<file path="src/fws_pkg.sv">
// Shared widths, register indexes, reset values and divider response type.
`default_nettype none
package fws_pkg;

    localparam int TICKS_W   = 32;
    localparam int RATE_W    = 24;
    localparam int TOTAL_W   = 48;
    localparam int WS_W      = 7;
    localparam int TR_W      = 32;
    localparam int SCALED_W  = TR_W + 8;
    localparam int CFG_IDX_W = 2;
    localparam int IN_W      = 32;
    localparam int OUT_W     = TICKS_W + 4 * RATE_W + TOTAL_W;

    localparam int DEF_MAX_WINDOW = 64;

    localparam logic [CFG_IDX_W-1:0] REG_WINDOW_SIZE = 2'd0;
    localparam logic [CFG_IDX_W-1:0] REG_TICK_RATE   = 2'd1;

    localparam logic [WS_W-1:0] WS_RESET = 7'd32;
    localparam logic [TR_W-1:0] TR_RESET = 32'd1000000;

    localparam logic [RATE_W-1:0] RATE_SAT = {RATE_W{1'b1}};

    typedef struct packed {
        logic              done;
        logic [RATE_W-1:0] quot;
    } div_rsp_t;

endpackage
`default_nettype wire

</file>
<file path="src/fws_ring.sv">
// Duration ring: one write port, one read port with registered read data.
`default_nettype none
module fws_ring
    import fws_pkg::*;
#(
    parameter int DEPTH = DEF_MAX_WINDOW,
    parameter int IDX_W = 6
) (
    input  wire logic               aclk,
    input  wire logic               wr_en,
    input  wire logic [IDX_W-1:0]   wr_addr,
    input  wire logic [TICKS_W-1:0] wr_data,
    input  wire logic               rd_en,
    input  wire logic [IDX_W-1:0]   rd_addr,
    output      logic [TICKS_W-1:0] rd_data_reg
);

    logic [TICKS_W-1:0] ring_mem [DEPTH];

    always_ff @(posedge aclk) begin
        if (wr_en) begin
            ring_mem[wr_addr] <= wr_data;
        end
    end

    always_ff @(posedge aclk) begin
        if (rd_en) begin
            rd_data_reg <= ring_mem[rd_addr];
        end
    end

endmodule
`default_nettype wire

</file>
<file path="src/fws_div.sv">
// Serial restoring divider: 24-bit saturating quotient, one bit per cycle.
`default_nettype none
module fws_div
    import fws_pkg::*;
#(
    parameter int NUM_W = 47,
    parameter int DEN_W = 39
) (
    input  wire logic             aclk,
    input  wire logic             aresetn,
    input  wire logic             start,
    input  wire logic [NUM_W-1:0] num,
    input  wire logic [DEN_W-1:0] den,
    output      div_rsp_t         rsp
);

    localparam int CNT_DW = $clog2(RATE_W);
    localparam logic [CNT_DW-1:0] LAST_BIT = CNT_DW'(RATE_W - 1);

    logic              busy_reg;
    logic              done_reg;
    logic [CNT_DW-1:0] cnt_reg;
    logic [DEN_W-1:0]  rem_reg;
    logic [DEN_W-1:0]  den_reg;
    logic [RATE_W-1:0] low_reg;
    logic [RATE_W-1:0] quot_reg;

    logic [DEN_W-1:0]  num_hi;
    logic              sat;
    logic [DEN_W:0]    trial;
    logic [DEN_W:0]    diff;
    logic              ge;

    // quotient overflows 24 bits exactly when num / 2^24 >= den
    assign num_hi = DEN_W'(num[NUM_W-1:RATE_W]);
    assign sat    = (num_hi >= den);
    assign trial  = {rem_reg, low_reg[RATE_W-1]};
    assign diff   = trial - {1'b0, den_reg};
    assign ge     = (trial >= {1'b0, den_reg});

    always_ff @(posedge aclk) begin
        if (!aresetn) begin
            busy_reg <= 1'b0;
            done_reg <= 1'b0;
        end else begin
            if (start) begin
                if (den == '0) begin
                    quot_reg <= '0;
                    done_reg <= 1'b1;
                end else if (sat) begin
                    quot_reg <= RATE_SAT;
                    done_reg <= 1'b1;
                end else begin
                    busy_reg <= 1'b1;
                    done_reg <= 1'b0;
                    cnt_reg  <= '0;
                    rem_reg  <= num_hi;
                    den_reg  <= den;
                    low_reg  <= num[RATE_W-1:0];
                end
            end else if (busy_reg) begin
                rem_reg  <= ge ? diff[DEN_W-1:0] : trial[DEN_W-1:0];
                quot_reg <= {quot_reg[RATE_W-2:0], ge};
                low_reg  <= {low_reg[RATE_W-2:0], 1'b0};
                cnt_reg  <= cnt_reg + 1'b1;
                done_reg <= (cnt_reg == LAST_BIT);
                if (cnt_reg == LAST_BIT) begin
                    busy_reg <= 1'b0;
                end
            end else begin
                done_reg <= 1'b0;
            end
        end
    end

    assign rsp = '{done: done_reg, quot: quot_reg};

endmodule
`default_nettype wire

</file>
<file path="src/frame_rate_window_stats.sv">
// Steps from accept to result word: ring walk over the window fill, multiply, the
// four divisions, output load. Input is accepted only in idle, so a word is taken
// only after the last result word is loaded; the ring's single read port sets the
// walk, one shared serial divider the four rates; an untaken result word stalls input.
// Reset (aresetn low, synchronous): window_size 32, tick_rate 1000000, ring
// empty, frame count zero, output empty. Ring contents need no clearing.
`default_nettype none
module frame_rate_window_stats
    import fws_pkg::*;
#(
    parameter int MAX_WINDOW = DEF_MAX_WINDOW
) (
    input  wire logic                 aclk,
    input  wire logic                 aresetn,
    // configuration
    input  wire logic                 cfg_wr_en,
    input  wire logic [CFG_IDX_W-1:0] cfg_index,
    input  wire logic [TR_W-1:0]      cfg_wdata,
    // input stream
    input  wire logic                 s_tvalid,
    output      logic                 s_tready,
    input  wire logic [IN_W-1:0]      s_tdata,  // frame_ticks
    // result stream
    output      logic                 m_tvalid,
    input  wire logic                 m_tready,
    // last_frame_ticks, current_rate, min_rate, max_rate, average_rate, frames_seen
    output      logic [OUT_W-1:0]     m_tdata
);

    localparam int IDX_W = (MAX_WINDOW > 1) ? $clog2(MAX_WINDOW) : 1;
    localparam int CNT_W = $clog2(MAX_WINDOW + 1);
    localparam int SUM_W = TICKS_W + CNT_W;
    localparam int NUM_W = SCALED_W + CNT_W;
    localparam logic [IDX_W-1:0] LAST_SLOT = IDX_W'(MAX_WINDOW - 1);
    localparam logic [CNT_W-1:0] MAX_CNT   = CNT_W'(MAX_WINDOW);

    localparam logic [2:0] S_IDLE      = 3'd0;
    localparam logic [2:0] S_WALK      = 3'd1;
    localparam logic [2:0] S_MUL       = 3'd2;
    localparam logic [2:0] S_DIV_START = 3'd3;
    localparam logic [2:0] S_DIV_WAIT  = 3'd4;
    localparam logic [2:0] S_DONE      = 3'd5;

    localparam logic [1:0] DIV_CUR = 2'd0;
    localparam logic [1:0] DIV_MIN = 2'd1;
    localparam logic [1:0] DIV_MAX = 2'd2;
    localparam logic [1:0] DIV_AVG = 2'd3;

    function automatic logic [CNT_W-1:0] eff_win(input logic [WS_W-1:0] ws);
        logic [CNT_W-1:0] w;
        if (ws == '0) begin
            w = CNT_W'(1);
        end else if (32'(ws) > 32'(MAX_WINDOW)) begin
            w = MAX_CNT;
        end else begin
            w = CNT_W'(ws);
        end
        return w;
    endfunction

    logic [2:0]          state_reg;
    logic [WS_W-1:0]     ws_reg;
    logic [TR_W-1:0]     tick_rate_reg;
    logic [IDX_W-1:0]    slot_reg;
    logic [CNT_W-1:0]    filled_reg;
    logic [TOTAL_W-1:0]  total_reg;
    logic [TICKS_W-1:0]  ticks_reg;
    logic [SCALED_W-1:0] scaled_reg;
    logic [IDX_W-1:0]    rd_ptr_reg;
    logic [CNT_W-1:0]    iss_cnt_reg;
    logic                rd_vld_reg;
    logic [SUM_W-1:0]    sum_reg;
    logic [TICKS_W-1:0]  short_reg;
    logic [TICKS_W-1:0]  long_reg;
    logic [NUM_W-1:0]    prod_reg;
    logic [1:0]          sel_reg;
    logic [RATE_W-1:0]   cur_rate_reg;
    logic [RATE_W-1:0]   min_rate_reg;
    logic [RATE_W-1:0]   max_rate_reg;
    logic [RATE_W-1:0]   avg_rate_reg;
    logic                m_tvalid_reg;
    logic [OUT_W-1:0]    m_tdata_reg;

    logic [CNT_W-1:0]    win_eff;
    logic [CNT_W-1:0]    fill_clamp;
    logic [CNT_W-1:0]    filled_next;
    logic [CNT_W-1:0]    fill_cfg;
    logic [IDX_W-1:0]    slot_next;
    logic [IDX_W-1:0]    rd_ptr_next;
    logic                s_accept;
    logic                rd_issue;
    logic [TICKS_W-1:0]  rd_data;
    logic                div_start;
    logic [NUM_W-1:0]    div_num;
    logic [SUM_W-1:0]    div_den;
    div_rsp_t            div_rsp;

    assign s_tready  = (state_reg == S_IDLE);
    assign s_accept  = s_tvalid && s_tready;
    assign rd_issue  = (state_reg == S_WALK) && (iss_cnt_reg < filled_reg);
    assign div_start = (state_reg == S_DIV_START);

    assign win_eff     = eff_win(ws_reg);
    assign fill_clamp  = (filled_reg > win_eff) ? win_eff : filled_reg;
    assign filled_next = (fill_clamp < win_eff) ? fill_clamp + 1'b1 : fill_clamp;
    assign fill_cfg    = (filled_reg > eff_win(cfg_wdata[WS_W-1:0])) ?
                         eff_win(cfg_wdata[WS_W-1:0]) : filled_reg;
    assign slot_next   = (slot_reg == LAST_SLOT) ? '0 : slot_reg + 1'b1;
    assign rd_ptr_next = (rd_ptr_reg == '0) ? LAST_SLOT : rd_ptr_reg - 1'b1;

    always_comb begin
        case (sel_reg)
            DIV_CUR: begin
                div_num = NUM_W'(scaled_reg);
                div_den = SUM_W'(ticks_reg);
            end
            DIV_MIN: begin
                div_num = NUM_W'(scaled_reg);
                div_den = SUM_W'(long_reg);
            end
            DIV_MAX: begin
                div_num = NUM_W'(scaled_reg);
                div_den = SUM_W'(short_reg);
            end
            default: begin
                div_num = prod_reg;
                div_den = sum_reg;
            end
        endcase
    end

    fws_ring #(
        .DEPTH (MAX_WINDOW),
        .IDX_W (IDX_W)
    ) u_ring (
        .aclk        (aclk),
        .wr_en       (s_accept),
        .wr_addr     (slot_reg),
        .wr_data     (s_tdata[TICKS_W-1:0]),
        .rd_en       (rd_issue),
        .rd_addr     (rd_ptr_reg),
        .rd_data_reg (rd_data)
    );

    fws_div #(
        .NUM_W (NUM_W),
        .DEN_W (SUM_W)
    ) u_div (
        .aclk    (aclk),
        .aresetn (aresetn),
        .start   (div_start),
        .num     (div_num),
        .den     (div_den),
        .rsp     (div_rsp)
    );

    always_ff @(posedge aclk) begin
        if (!aresetn) begin
            state_reg     <= S_IDLE;
            ws_reg        <= WS_RESET;
            tick_rate_reg <= TR_RESET;
            slot_reg      <= '0;
            filled_reg    <= '0;
            total_reg     <= '0;
            rd_vld_reg    <= 1'b0;
            sel_reg       <= DIV_CUR;
            m_tvalid_reg  <= 1'b0;
        end else begin
            // a word taken while the next one loads is replaced in S_DONE
            if (m_tvalid_reg && m_tready && (state_reg != S_DONE)) begin
                m_tvalid_reg <= 1'b0;
            end

            if (cfg_wr_en) begin
                case (cfg_index)
                    REG_WINDOW_SIZE: begin
                        ws_reg     <= cfg_wdata[WS_W-1:0];
                        filled_reg <= fill_cfg;
                    end
                    REG_TICK_RATE: begin
                        tick_rate_reg <= cfg_wdata;
                    end
                    default: begin
                    end
                endcase
            end

            case (state_reg)
                S_IDLE: begin
                    if (s_accept) begin
                        slot_reg    <= slot_next;
                        filled_reg  <= filled_next;
                        total_reg   <= total_reg + 1'b1;
                        ticks_reg   <= s_tdata[TICKS_W-1:0];
                        scaled_reg  <= {tick_rate_reg, 8'h00};
                        rd_ptr_reg  <= slot_reg;   // newest word first
                        iss_cnt_reg <= '0;
                        sum_reg     <= '0;
                        short_reg   <= '0;
                        long_reg    <= '0;
                        state_reg   <= S_WALK;
                    end
                end
                S_WALK: begin
                    rd_vld_reg <= rd_issue;
                    if (rd_issue) begin
                        rd_ptr_reg  <= rd_ptr_next;
                        iss_cnt_reg <= iss_cnt_reg + 1'b1;
                    end
                    if (rd_vld_reg) begin
                        sum_reg <= sum_reg + SUM_W'(rd_data);
                        // zero durations stay out of min/max; zero short means none yet
                        if (rd_data != '0) begin
                            if (short_reg == '0 || rd_data < short_reg) begin
                                short_reg <= rd_data;
                            end
                            if (rd_data > long_reg) begin
                                long_reg <= rd_data;
                            end
                        end
                    end
                    if (!rd_issue && !rd_vld_reg) begin
                        state_reg <= S_MUL;
                    end
                end
                S_MUL: begin
                    prod_reg  <= NUM_W'(scaled_reg) * NUM_W'(filled_reg);
                    sel_reg   <= DIV_CUR;
                    state_reg <= S_DIV_START;
                end
                S_DIV_START: begin
                    state_reg <= S_DIV_WAIT;
                end
                S_DIV_WAIT: begin
                    if (div_rsp.done) begin
                        case (sel_reg)
                            DIV_CUR: cur_rate_reg <= div_rsp.quot;
                            DIV_MIN: min_rate_reg <= div_rsp.quot;
                            DIV_MAX: max_rate_reg <= div_rsp.quot;
                            default: avg_rate_reg <= div_rsp.quot;
                        endcase
                        if (sel_reg == DIV_AVG) begin
                            state_reg <= S_DONE;
                        end else begin
                            sel_reg   <= sel_reg + 1'b1;
                            state_reg <= S_DIV_START;
                        end
                    end
                end
                S_DONE: begin
                    if (!m_tvalid_reg || m_tready) begin
                        m_tdata_reg  <= {total_reg, avg_rate_reg, max_rate_reg,
                                         min_rate_reg, cur_rate_reg, ticks_reg};
                        m_tvalid_reg <= 1'b1;
                        state_reg    <= S_IDLE;
                    end
                end
                default: begin
                    state_reg <= S_IDLE;
                end
            endcase
        end
    end

    assign m_tvalid = m_tvalid_reg;
    assign m_tdata  = m_tdata_reg;

    a_fill_in_window: assert property (@(posedge aclk) disable iff (!aresetn)
        filled_reg <= win_eff)
        else $error("window fill exceeds effective window size");

    a_accept_walks: assert property (@(posedge aclk) disable iff (!aresetn)
        s_accept |=> (state_reg == S_WALK))
        else $error("accepted word did not start the ring walk");

    a_result_from_done: assert property (@(posedge aclk) disable iff (!aresetn)
        $rose(m_tvalid_reg) |-> ($past(state_reg) == S_DONE))
        else $error("result word raised outside the completion state");

    a_div_done_waited: assert property (@(posedge aclk) disable iff (!aresetn)
        div_rsp.done |-> (state_reg == S_DIV_WAIT))
        else $error("divider finished while not awaited");

endmodule
`default_nettype wire
</file>
<file path="config.mk">
export PLATFORM = sky130hd
export DESIGN_NAME = frame_rate_window_stats
export DESIGN_NICKNAME = d
export VERILOG_FILES = /design/src/fws_pkg.sv /design/src/fws_ring.sv /design/src/fws_div.sv /design/src/frame_rate_window_stats.sv
export SDC_FILE = /design/constraint.sdc
export NUM_CORES = 2
export LEC_CHECK = 0
export BUFFER_PORTS_ARGS = -buffer_cell sky130_fd_sc_hd__buf_4
export CORE_MARGIN = 10
export CORE_UTILIZATION = 30
export CTS_BUF_LIST = sky130_fd_sc_hd__clkbuf_2 sky130_fd_sc_hd__clkbuf_4 sky130_fd_sc_hd__clkbuf_8
export DETAILED_ROUTE_END_ITERATION = 10
export GPL_TIMING_DRIVEN = 0
export PLACE_DENSITY_LB_ADDON = 0.3
export SYNTH_ARGS = -nofsm -noshare
export SYNTH_HDL_FRONTEND = slang
export SYNTH_SLANG_ARGS = --single-unit
export TNS_END_PERCENT = 10
</file>
<file path="constraint.sdc">
create_clock -name aclk -period 23 [get_ports aclk]
set_input_delay 4.6 -clock aclk [delete_from_list [all_inputs] [get_ports aclk]]
set_output_delay 4.6 -clock aclk [all_outputs]
set_load 0.02 [all_outputs]
</file>
# Yosys cells after proc, flatten, opt, wreduce, memory -nomap -nowiden
# Memory sizes are Yosys's and may differ from the RTL's. A register that Yosys moved wholly into a read port is not among the register bits.
# Index checks and enable logic that the tools add are counted.
[op_classes]
n_addsub = 9
n_mul = 1
div_mod_pow = 0
n_lt_le_gt_ge = 10
eq_ne = 25
shift = 0
n_mux = 73
bitwise_logic = 3
n_reduce_logical = 43
[op_table]
columns = ["op", "count"]
rows = [
  ["$mux W39", 7],
  ["$mux W32", 7],
  ["$mux W24", 8],
  ["$pmux W32 S2", 2],
  ["$pmux W39 S3", 1],
  ["$mux W7", 13],
  ["$pmux W39 S2", 1],
  ["$add A48 B1 Y48 const B", 1],
  ["$mux W47", 1],
  ["$ge A40 B39 Y1", 1],
  ["$add A39 B32 Y39", 1],
  ["$ge A23 B39 Y1", 1],
  ["$logic_not A39 Y1", 1],
  ["$mul A32 B7 Y39", 1],
  ["$sub A39 B39 Y39", 1],
  ["$reduce_and A4 Y1", 9],
  ["$gt A32 B32 Y1", 1],
  ["$logic_not A32 Y1", 1],
  ["$lt A32 B32 Y1", 1],
  ["$reduce_bool A32 Y1", 1],
  ["$mux W6", 4],
  ["$mux W5", 4],
  ["$pmux W3 S6", 1],
  ["$mux W3", 5],
  ["other kinds (37)", 90],
]
[word_totals]
register_bits = 731
latchBits = 0
ramBits = 2048
mem_bits_ro = 0
input_bits = 71
out_inout_bits = 178
elab_cells = 194
mem_count = 1
[memory_table]
columns = ["memory", "depth", "width", "rd", "rd_clocked_by_memory_dff", "write_ports", "line_no", "rtl"]
rows = [
  ["u_ring.ring_mem", 64, 32, 1, 1, 1, "fws_ring.sv:18", "logic [TICKS_W-1:0] ring_mem [DEPTH];"],
]

# Logic depth before layout (Yosys ltp)
[depth]
word_depth = 9
mapped_depth = 21
depth_no_buf = 20

# Modules after synthesis
# Synthesis repeated with hierarchy kept, for this count alone.
[unflattened]
cells_unflattened = 7094
area_unflattened_um2 = 120719.5
[by_module_without_submodules]
columns = ["mod", "n_inst", "cells_each", "area_each_um2", "seq_area_each_um2"]
rows = [
  ["fws_ring", 1, 3511, 79359.9, 62459.9],
  ["frame_rate_window_stats", 1, 2775, 32949.1, 16886.2],
  ["fws_div", 1, 808, 8410.6, 3973.8],
]

# Least setup slack after synthesis
# Ideal clock, no wire load.
[synth_path]
path_kind = "in2reg"
from = "input port aresetn"
to = "register m_tdata_reg[0], in the netlist m_tdata[0], enable pin"
setup_time_ps = 714
t_arrival_ps = 12503
t_required_ps = 22286
path_slack_ps = 9783
stages = 4
n_path_buf = 2
path_cell_list = "clkbuf_1 clkbuf_1 nand2_1 nor2_1"
[synth_via]
elab_chain_cells = 1
[synth_lines]
columns = ["item", "line_no", "rtl"]
rows = [
  ["start: declaration", "frame_rate_window_stats.sv:14", "input wire logic aresetn,"],
  ["$reduce_and A3 Y1 (no source line)", "--", ""],
  ["end signal: assignment", "frame_rate_window_stats.sv:252", "m_tdata_reg <= {total_reg, avg_rate_reg, max_rate_reg,"],
  ["end: declaration", "frame_rate_window_stats.sv:82", "logic [OUT_W-1:0] m_tdata_reg;"],
]
# Every way passes these cells.
# A chain may end at the register's enable or synchronous reset.

# Worst setup path after layout
[layout_path]
from = "register state_reg[0]"
to = "output port s_tready"
[layout_via]
elab_chain_cells = 1
[layout_lines]
columns = ["item", "line_no", "rtl"]
rows = [
  ["start: declaration", "frame_rate_window_stats.sv:61", "logic [2:0] state_reg;"],
  ["start signal: assignment", "frame_rate_window_stats.sv:159", "state_reg <= S_IDLE;"],
  ["start signal: assignment", "frame_rate_window_stats.sv:201", "state_reg <= S_WALK;"],
  ["start signal: assignment", "frame_rate_window_stats.sv:223", "state_reg <= S_MUL;"],
  ["$logic_not A3 Y1", "frame_rate_window_stats.sv:98", "assign s_tready = (state_reg == S_IDLE);"],
  ["end: declaration", "frame_rate_window_stats.sv:21", "output logic s_tready,"],
]
# Every way passes these cells.

==> impl_metrics.tcl <==
set metrics [dict create \
    htreeDepth 5 \
    setup-violations-final 0 \
    worst_hold_path_type "reg2reg" \
    rr_endpoint "prod_reg[46]$_DFFE_PP_" \
    vias 66015 \
    area_delta_synth_final_pct 17.1 \
    drtAntennaViolNets 0 \
    rrSetupSlack_ns 16.22 \
    numPortBuffers 248 \
    root_buffer "clkbuf_8" \
    die_area_um2 422000 \
    wl_met1_um 148000 \
    reg2reg_from "filled_reg[4]$_SDFF_PN0_" \
    min_to "m_tdata[98]$_DFFE_PP_" \
    fill_cells 37376 \
    io_pins 249 \
    min_path_cells 0 \
    met3_length_um 26400 \
    firstDrtPassIters 6 \
    grt_pass1_wl_um 506000 \
    place_inst 12212 \
    final_layout_size_suffix_gt1_frac 0.248 \
    synth_seq_cells 2803 \
    layoutNonFillerInstCount 13056 \
    drc 0 \
    holdWs_ns 0.399 \
    path_class "reg2out" \
    min_period_over_period 0.324 \
    cap_violations 0 \
    multiInputGateArea_um2 34200 \
    async_flop_share 0 \
    core_um2 395000 \
    route.top_layer_used "met5" \
    met2WireLength_um 171000 \
    synthFlopType "edfxtp_1" \
    via_per_inst 5.06 \
    antenna_found_initial 30 \
    fmax_mhz 134 \
    crit_path_max_incr_delay_ns 0.83 \
    setup_tns_ns 0 \
    avgSynthCellArea_um2 18.0 \
    power.leakage_nw 46.9 \
    synth_top_area_frac 0.680 \
    powerDensity_nw_per_um2 100 \
    slew_violations 0 \
    dieWidth_um 650 \
    numCtsBuffers 467 \
    synth_nets 7101 \
    drtIter0Drc 7770 \
    drt-total-wl_um 357000 \
    cp_data_required_time_ns 18.40 \
    ys_types 85 \
    insertion_delay_ns 1.20 \
    crit_path_max_fanout 10 \
    path_clk_slew_ns 0.06 \
    seq_area_um2 83100 \
    worstSetupEndpointType "primary output" \
    cp_top_family "simple AND/OR/NAND/NOR gates" \
    outcome "complete, no violations" \
    grt_overflow 0 \
    switching_share 0.312 \
    slowest_stage "nor3_1" \
    total_power_w 0.0139 \
    pwr-share-comb 0.241 \
    yosysMostFrequentCell "edfxtp_1" \
    power_frac_seq 0.439 \
    gp_congestion 0.882 \
    synth_area_leaders "edfxtp_1 (68%), mux4_2 (12%), ha_1 (2.6%), fa_1 (2.5%), dfxtp_1 (1.8%)" \
    largest_register_ffs 2048 \
    hold_buffers 0 \
    worstMarginPinSlew_ns 1.49 \
    clock_skew_ns 0.0880 \
    die_y_um 650 \
    yosys-top-cells-count "edfxtp_1 (2,694), mux4_2 (631), nand2_1 (349), inv_1 (305), nor2_1 (273)" \
    post-place-ws_ns 14.65 \
    post_cts_buffers 0 \
    fin_ws_ns 15.54 \
    p_clk_frac 0.320 \
    rows 231 \
    min_period_ns 7.46 \
    grt_max_degree 66 \
    ys_warn_count 0 \
    yosysTopAreaCell "edfxtp_1" \
    cts_sinks 2803 \
    ys_seq_area_frac 0.698 \
    switching_power_w 0.00436 \
    hold_viol_final 0 \
    cts_resized 0 \
    dp_hpwl_um 244000 \
    start_util 0.301 \
    synth_edf_count 2694 \
    worstPathArrival_ns 2.86 \
    wire_per_inst_um 27.3 \
    rsz0062_at_grt "no" \
    cts.path.max_buffers 4 \
    ir_worst_vdd_v 0.0000586 \
    p_int_w 0.00959 \
    grt_use_total 0.164 \
    ff2ff_path_depth 19 \
    cts_tree "built" \
    path_cells "clkbuf_1, nor3_1, buf_4" \
    cp-start-kind "flip-flop" \
    relSlewSlack 0.00716 \
    path_buf_inv 2 \
    syn_area_um2 119000 \
    worstHoldStart "max_rate_reg[18]$_DFFE_PP_" \
    nNetsFinal 7913 \
    syn_inst 6627 \
    grt_pass1_vias 68038 \
]
[placed cells by master, fill, tap and decap left out, types with 30 or more instances in the layout]
| cell | Yosys | layout |
|---|---|---|
| and2_1 | 272 | 267 |
| buf_12 | 0 | 64 |
| clkinv_1 | 2 | 103 |
| nand3_1 | 71 | 71 |
| xor2_1 | 45 | 45 |
| clkbuf_8 | 0 | 482 |
| clkinv_2 | 0 | 44 |
| xnor2_1 | 104 | 104 |
| nor2b_1 | 38 | 38 |
| dfxtp_1 | 109 | 109 |
| clkbuf_1 | 169 | 165 |
| mux4_2 | 631 | 631 |
| a21boi_0 | 45 | 43 |
| a21oi_1 | 189 | 188 |
| edfxtp_1 | 2694 | 2694 |
| nor4_1 | 33 | 33 |
| nand2b_1 | 34 | 34 |
| clkbuf_4 | 0 | 166 |
| nor2_1 | 273 | 207 |
| ha_1 | 252 | 252 |
| mux2i_1 | 90 | 90 |
| o21ai_0 | 163 | 163 |
| buf_1 | 43 | 42 |
| buf_2 | 63 | 64 |
| mux2_2 | 47 | 47 |
| and3_1 | 30 | 30 |
| nand2_1 | 349 | 349 |
| buf_4 | 2 | 251 |
| fa_1 | 151 | 151 |
| nor2_4 | 1 | 66 |
| nand4_1 | 43 | 43 |
| a21o_1 | 94 | 94 |
| inv_1 | 305 | 303 |
[worst max path at each step]
stage                             endpoint                       from  depth (start not counted)  slack [ns]
2_1_floorplan         m_tdata[0]$_DFFE_PP_                    aresetn                          4        9.78
3_3_place_gp        m_tdata[100]$_DFFE_PP_                    aresetn                          5        4.00
3_5_place_dp   u_div.low_reg[10]$_DFFE_PP_                    aresetn                          6       14.65
4_1_cts                           s_tready  state_reg[0]$_SDFFE_PN0P_                          3       15.49
5_1_grt                           s_tready  state_reg[0]$_SDFFE_PN0P_                          3       15.44
6_report                          s_tready  state_reg[0]$_SDFFE_PN0P_                          3       15.54
[area by class of cell]
type | count | area share
Sequential cell | 2803 | 0.596
Multi-Input combinational cell | 3240 | 0.245
Clock buffer | 648 | 0.0565
Tap cell | 5242 | 0.0471
Timing Repair Buffer | 343 | 0.0279
Clock inverter | 188 | 0.0104
Inverter | 307 | 0.00829
Buffer | 277 | 0.00813
Antenna cell | 8 | 0.000144
[metrics by stage]
| stage | cell area [um^2] | utilization |
|---|---|---|
| after floorplan | 119000 | - |
| after global placement | 127000 | 0.322 |
| after detailed placement | 130000 | 0.329 |
| after CTS | 139000 | 0.352 |
| after global routing | 139000 | 0.352 |
| final | 139000 | 0.352 |
[cell families (layout without fill, tap and decap cells)]
group                      after synthesis  count (layout)  synth area share
xor gates and xnor gates               149             149            0.0110
and+or+nand+nor                       1235            1235            0.0516
buffers and inverters                  584            1763            0.0191
muxes                                  768             768             0.131
DFF                                   2803            2803             0.698
AOI/OAI and AO/OA                      685             685            0.0369
adders and majority gates              403             403            0.0519
other                                    0               8                 0
[metal layers]
metal	vias to the layer above	GRT usage
li1	27709	-
met1	34826	0.221
met2	2850	0.271
met3	622	0.0301
met4	8	0.0472
met5	-	0
[power by group through the flow]
stage | Clock [W] | Combinational (W) | Sequential (W)
final | 0.00446 | 0.00336 | 0.00612
after CTS | 0.00456 | 0.00338 | 0.00612
after detailed placement | 0 | 0.00336 | 0.00623
after global placement | 0 | 0.00328 | 0.00625
after global routing | 0.00480 | 0.00360 | 0.00614
after floorplan | 0 | 0.00206 | 0.00614
No activity file was read; power rests on OpenSTA's default activity.
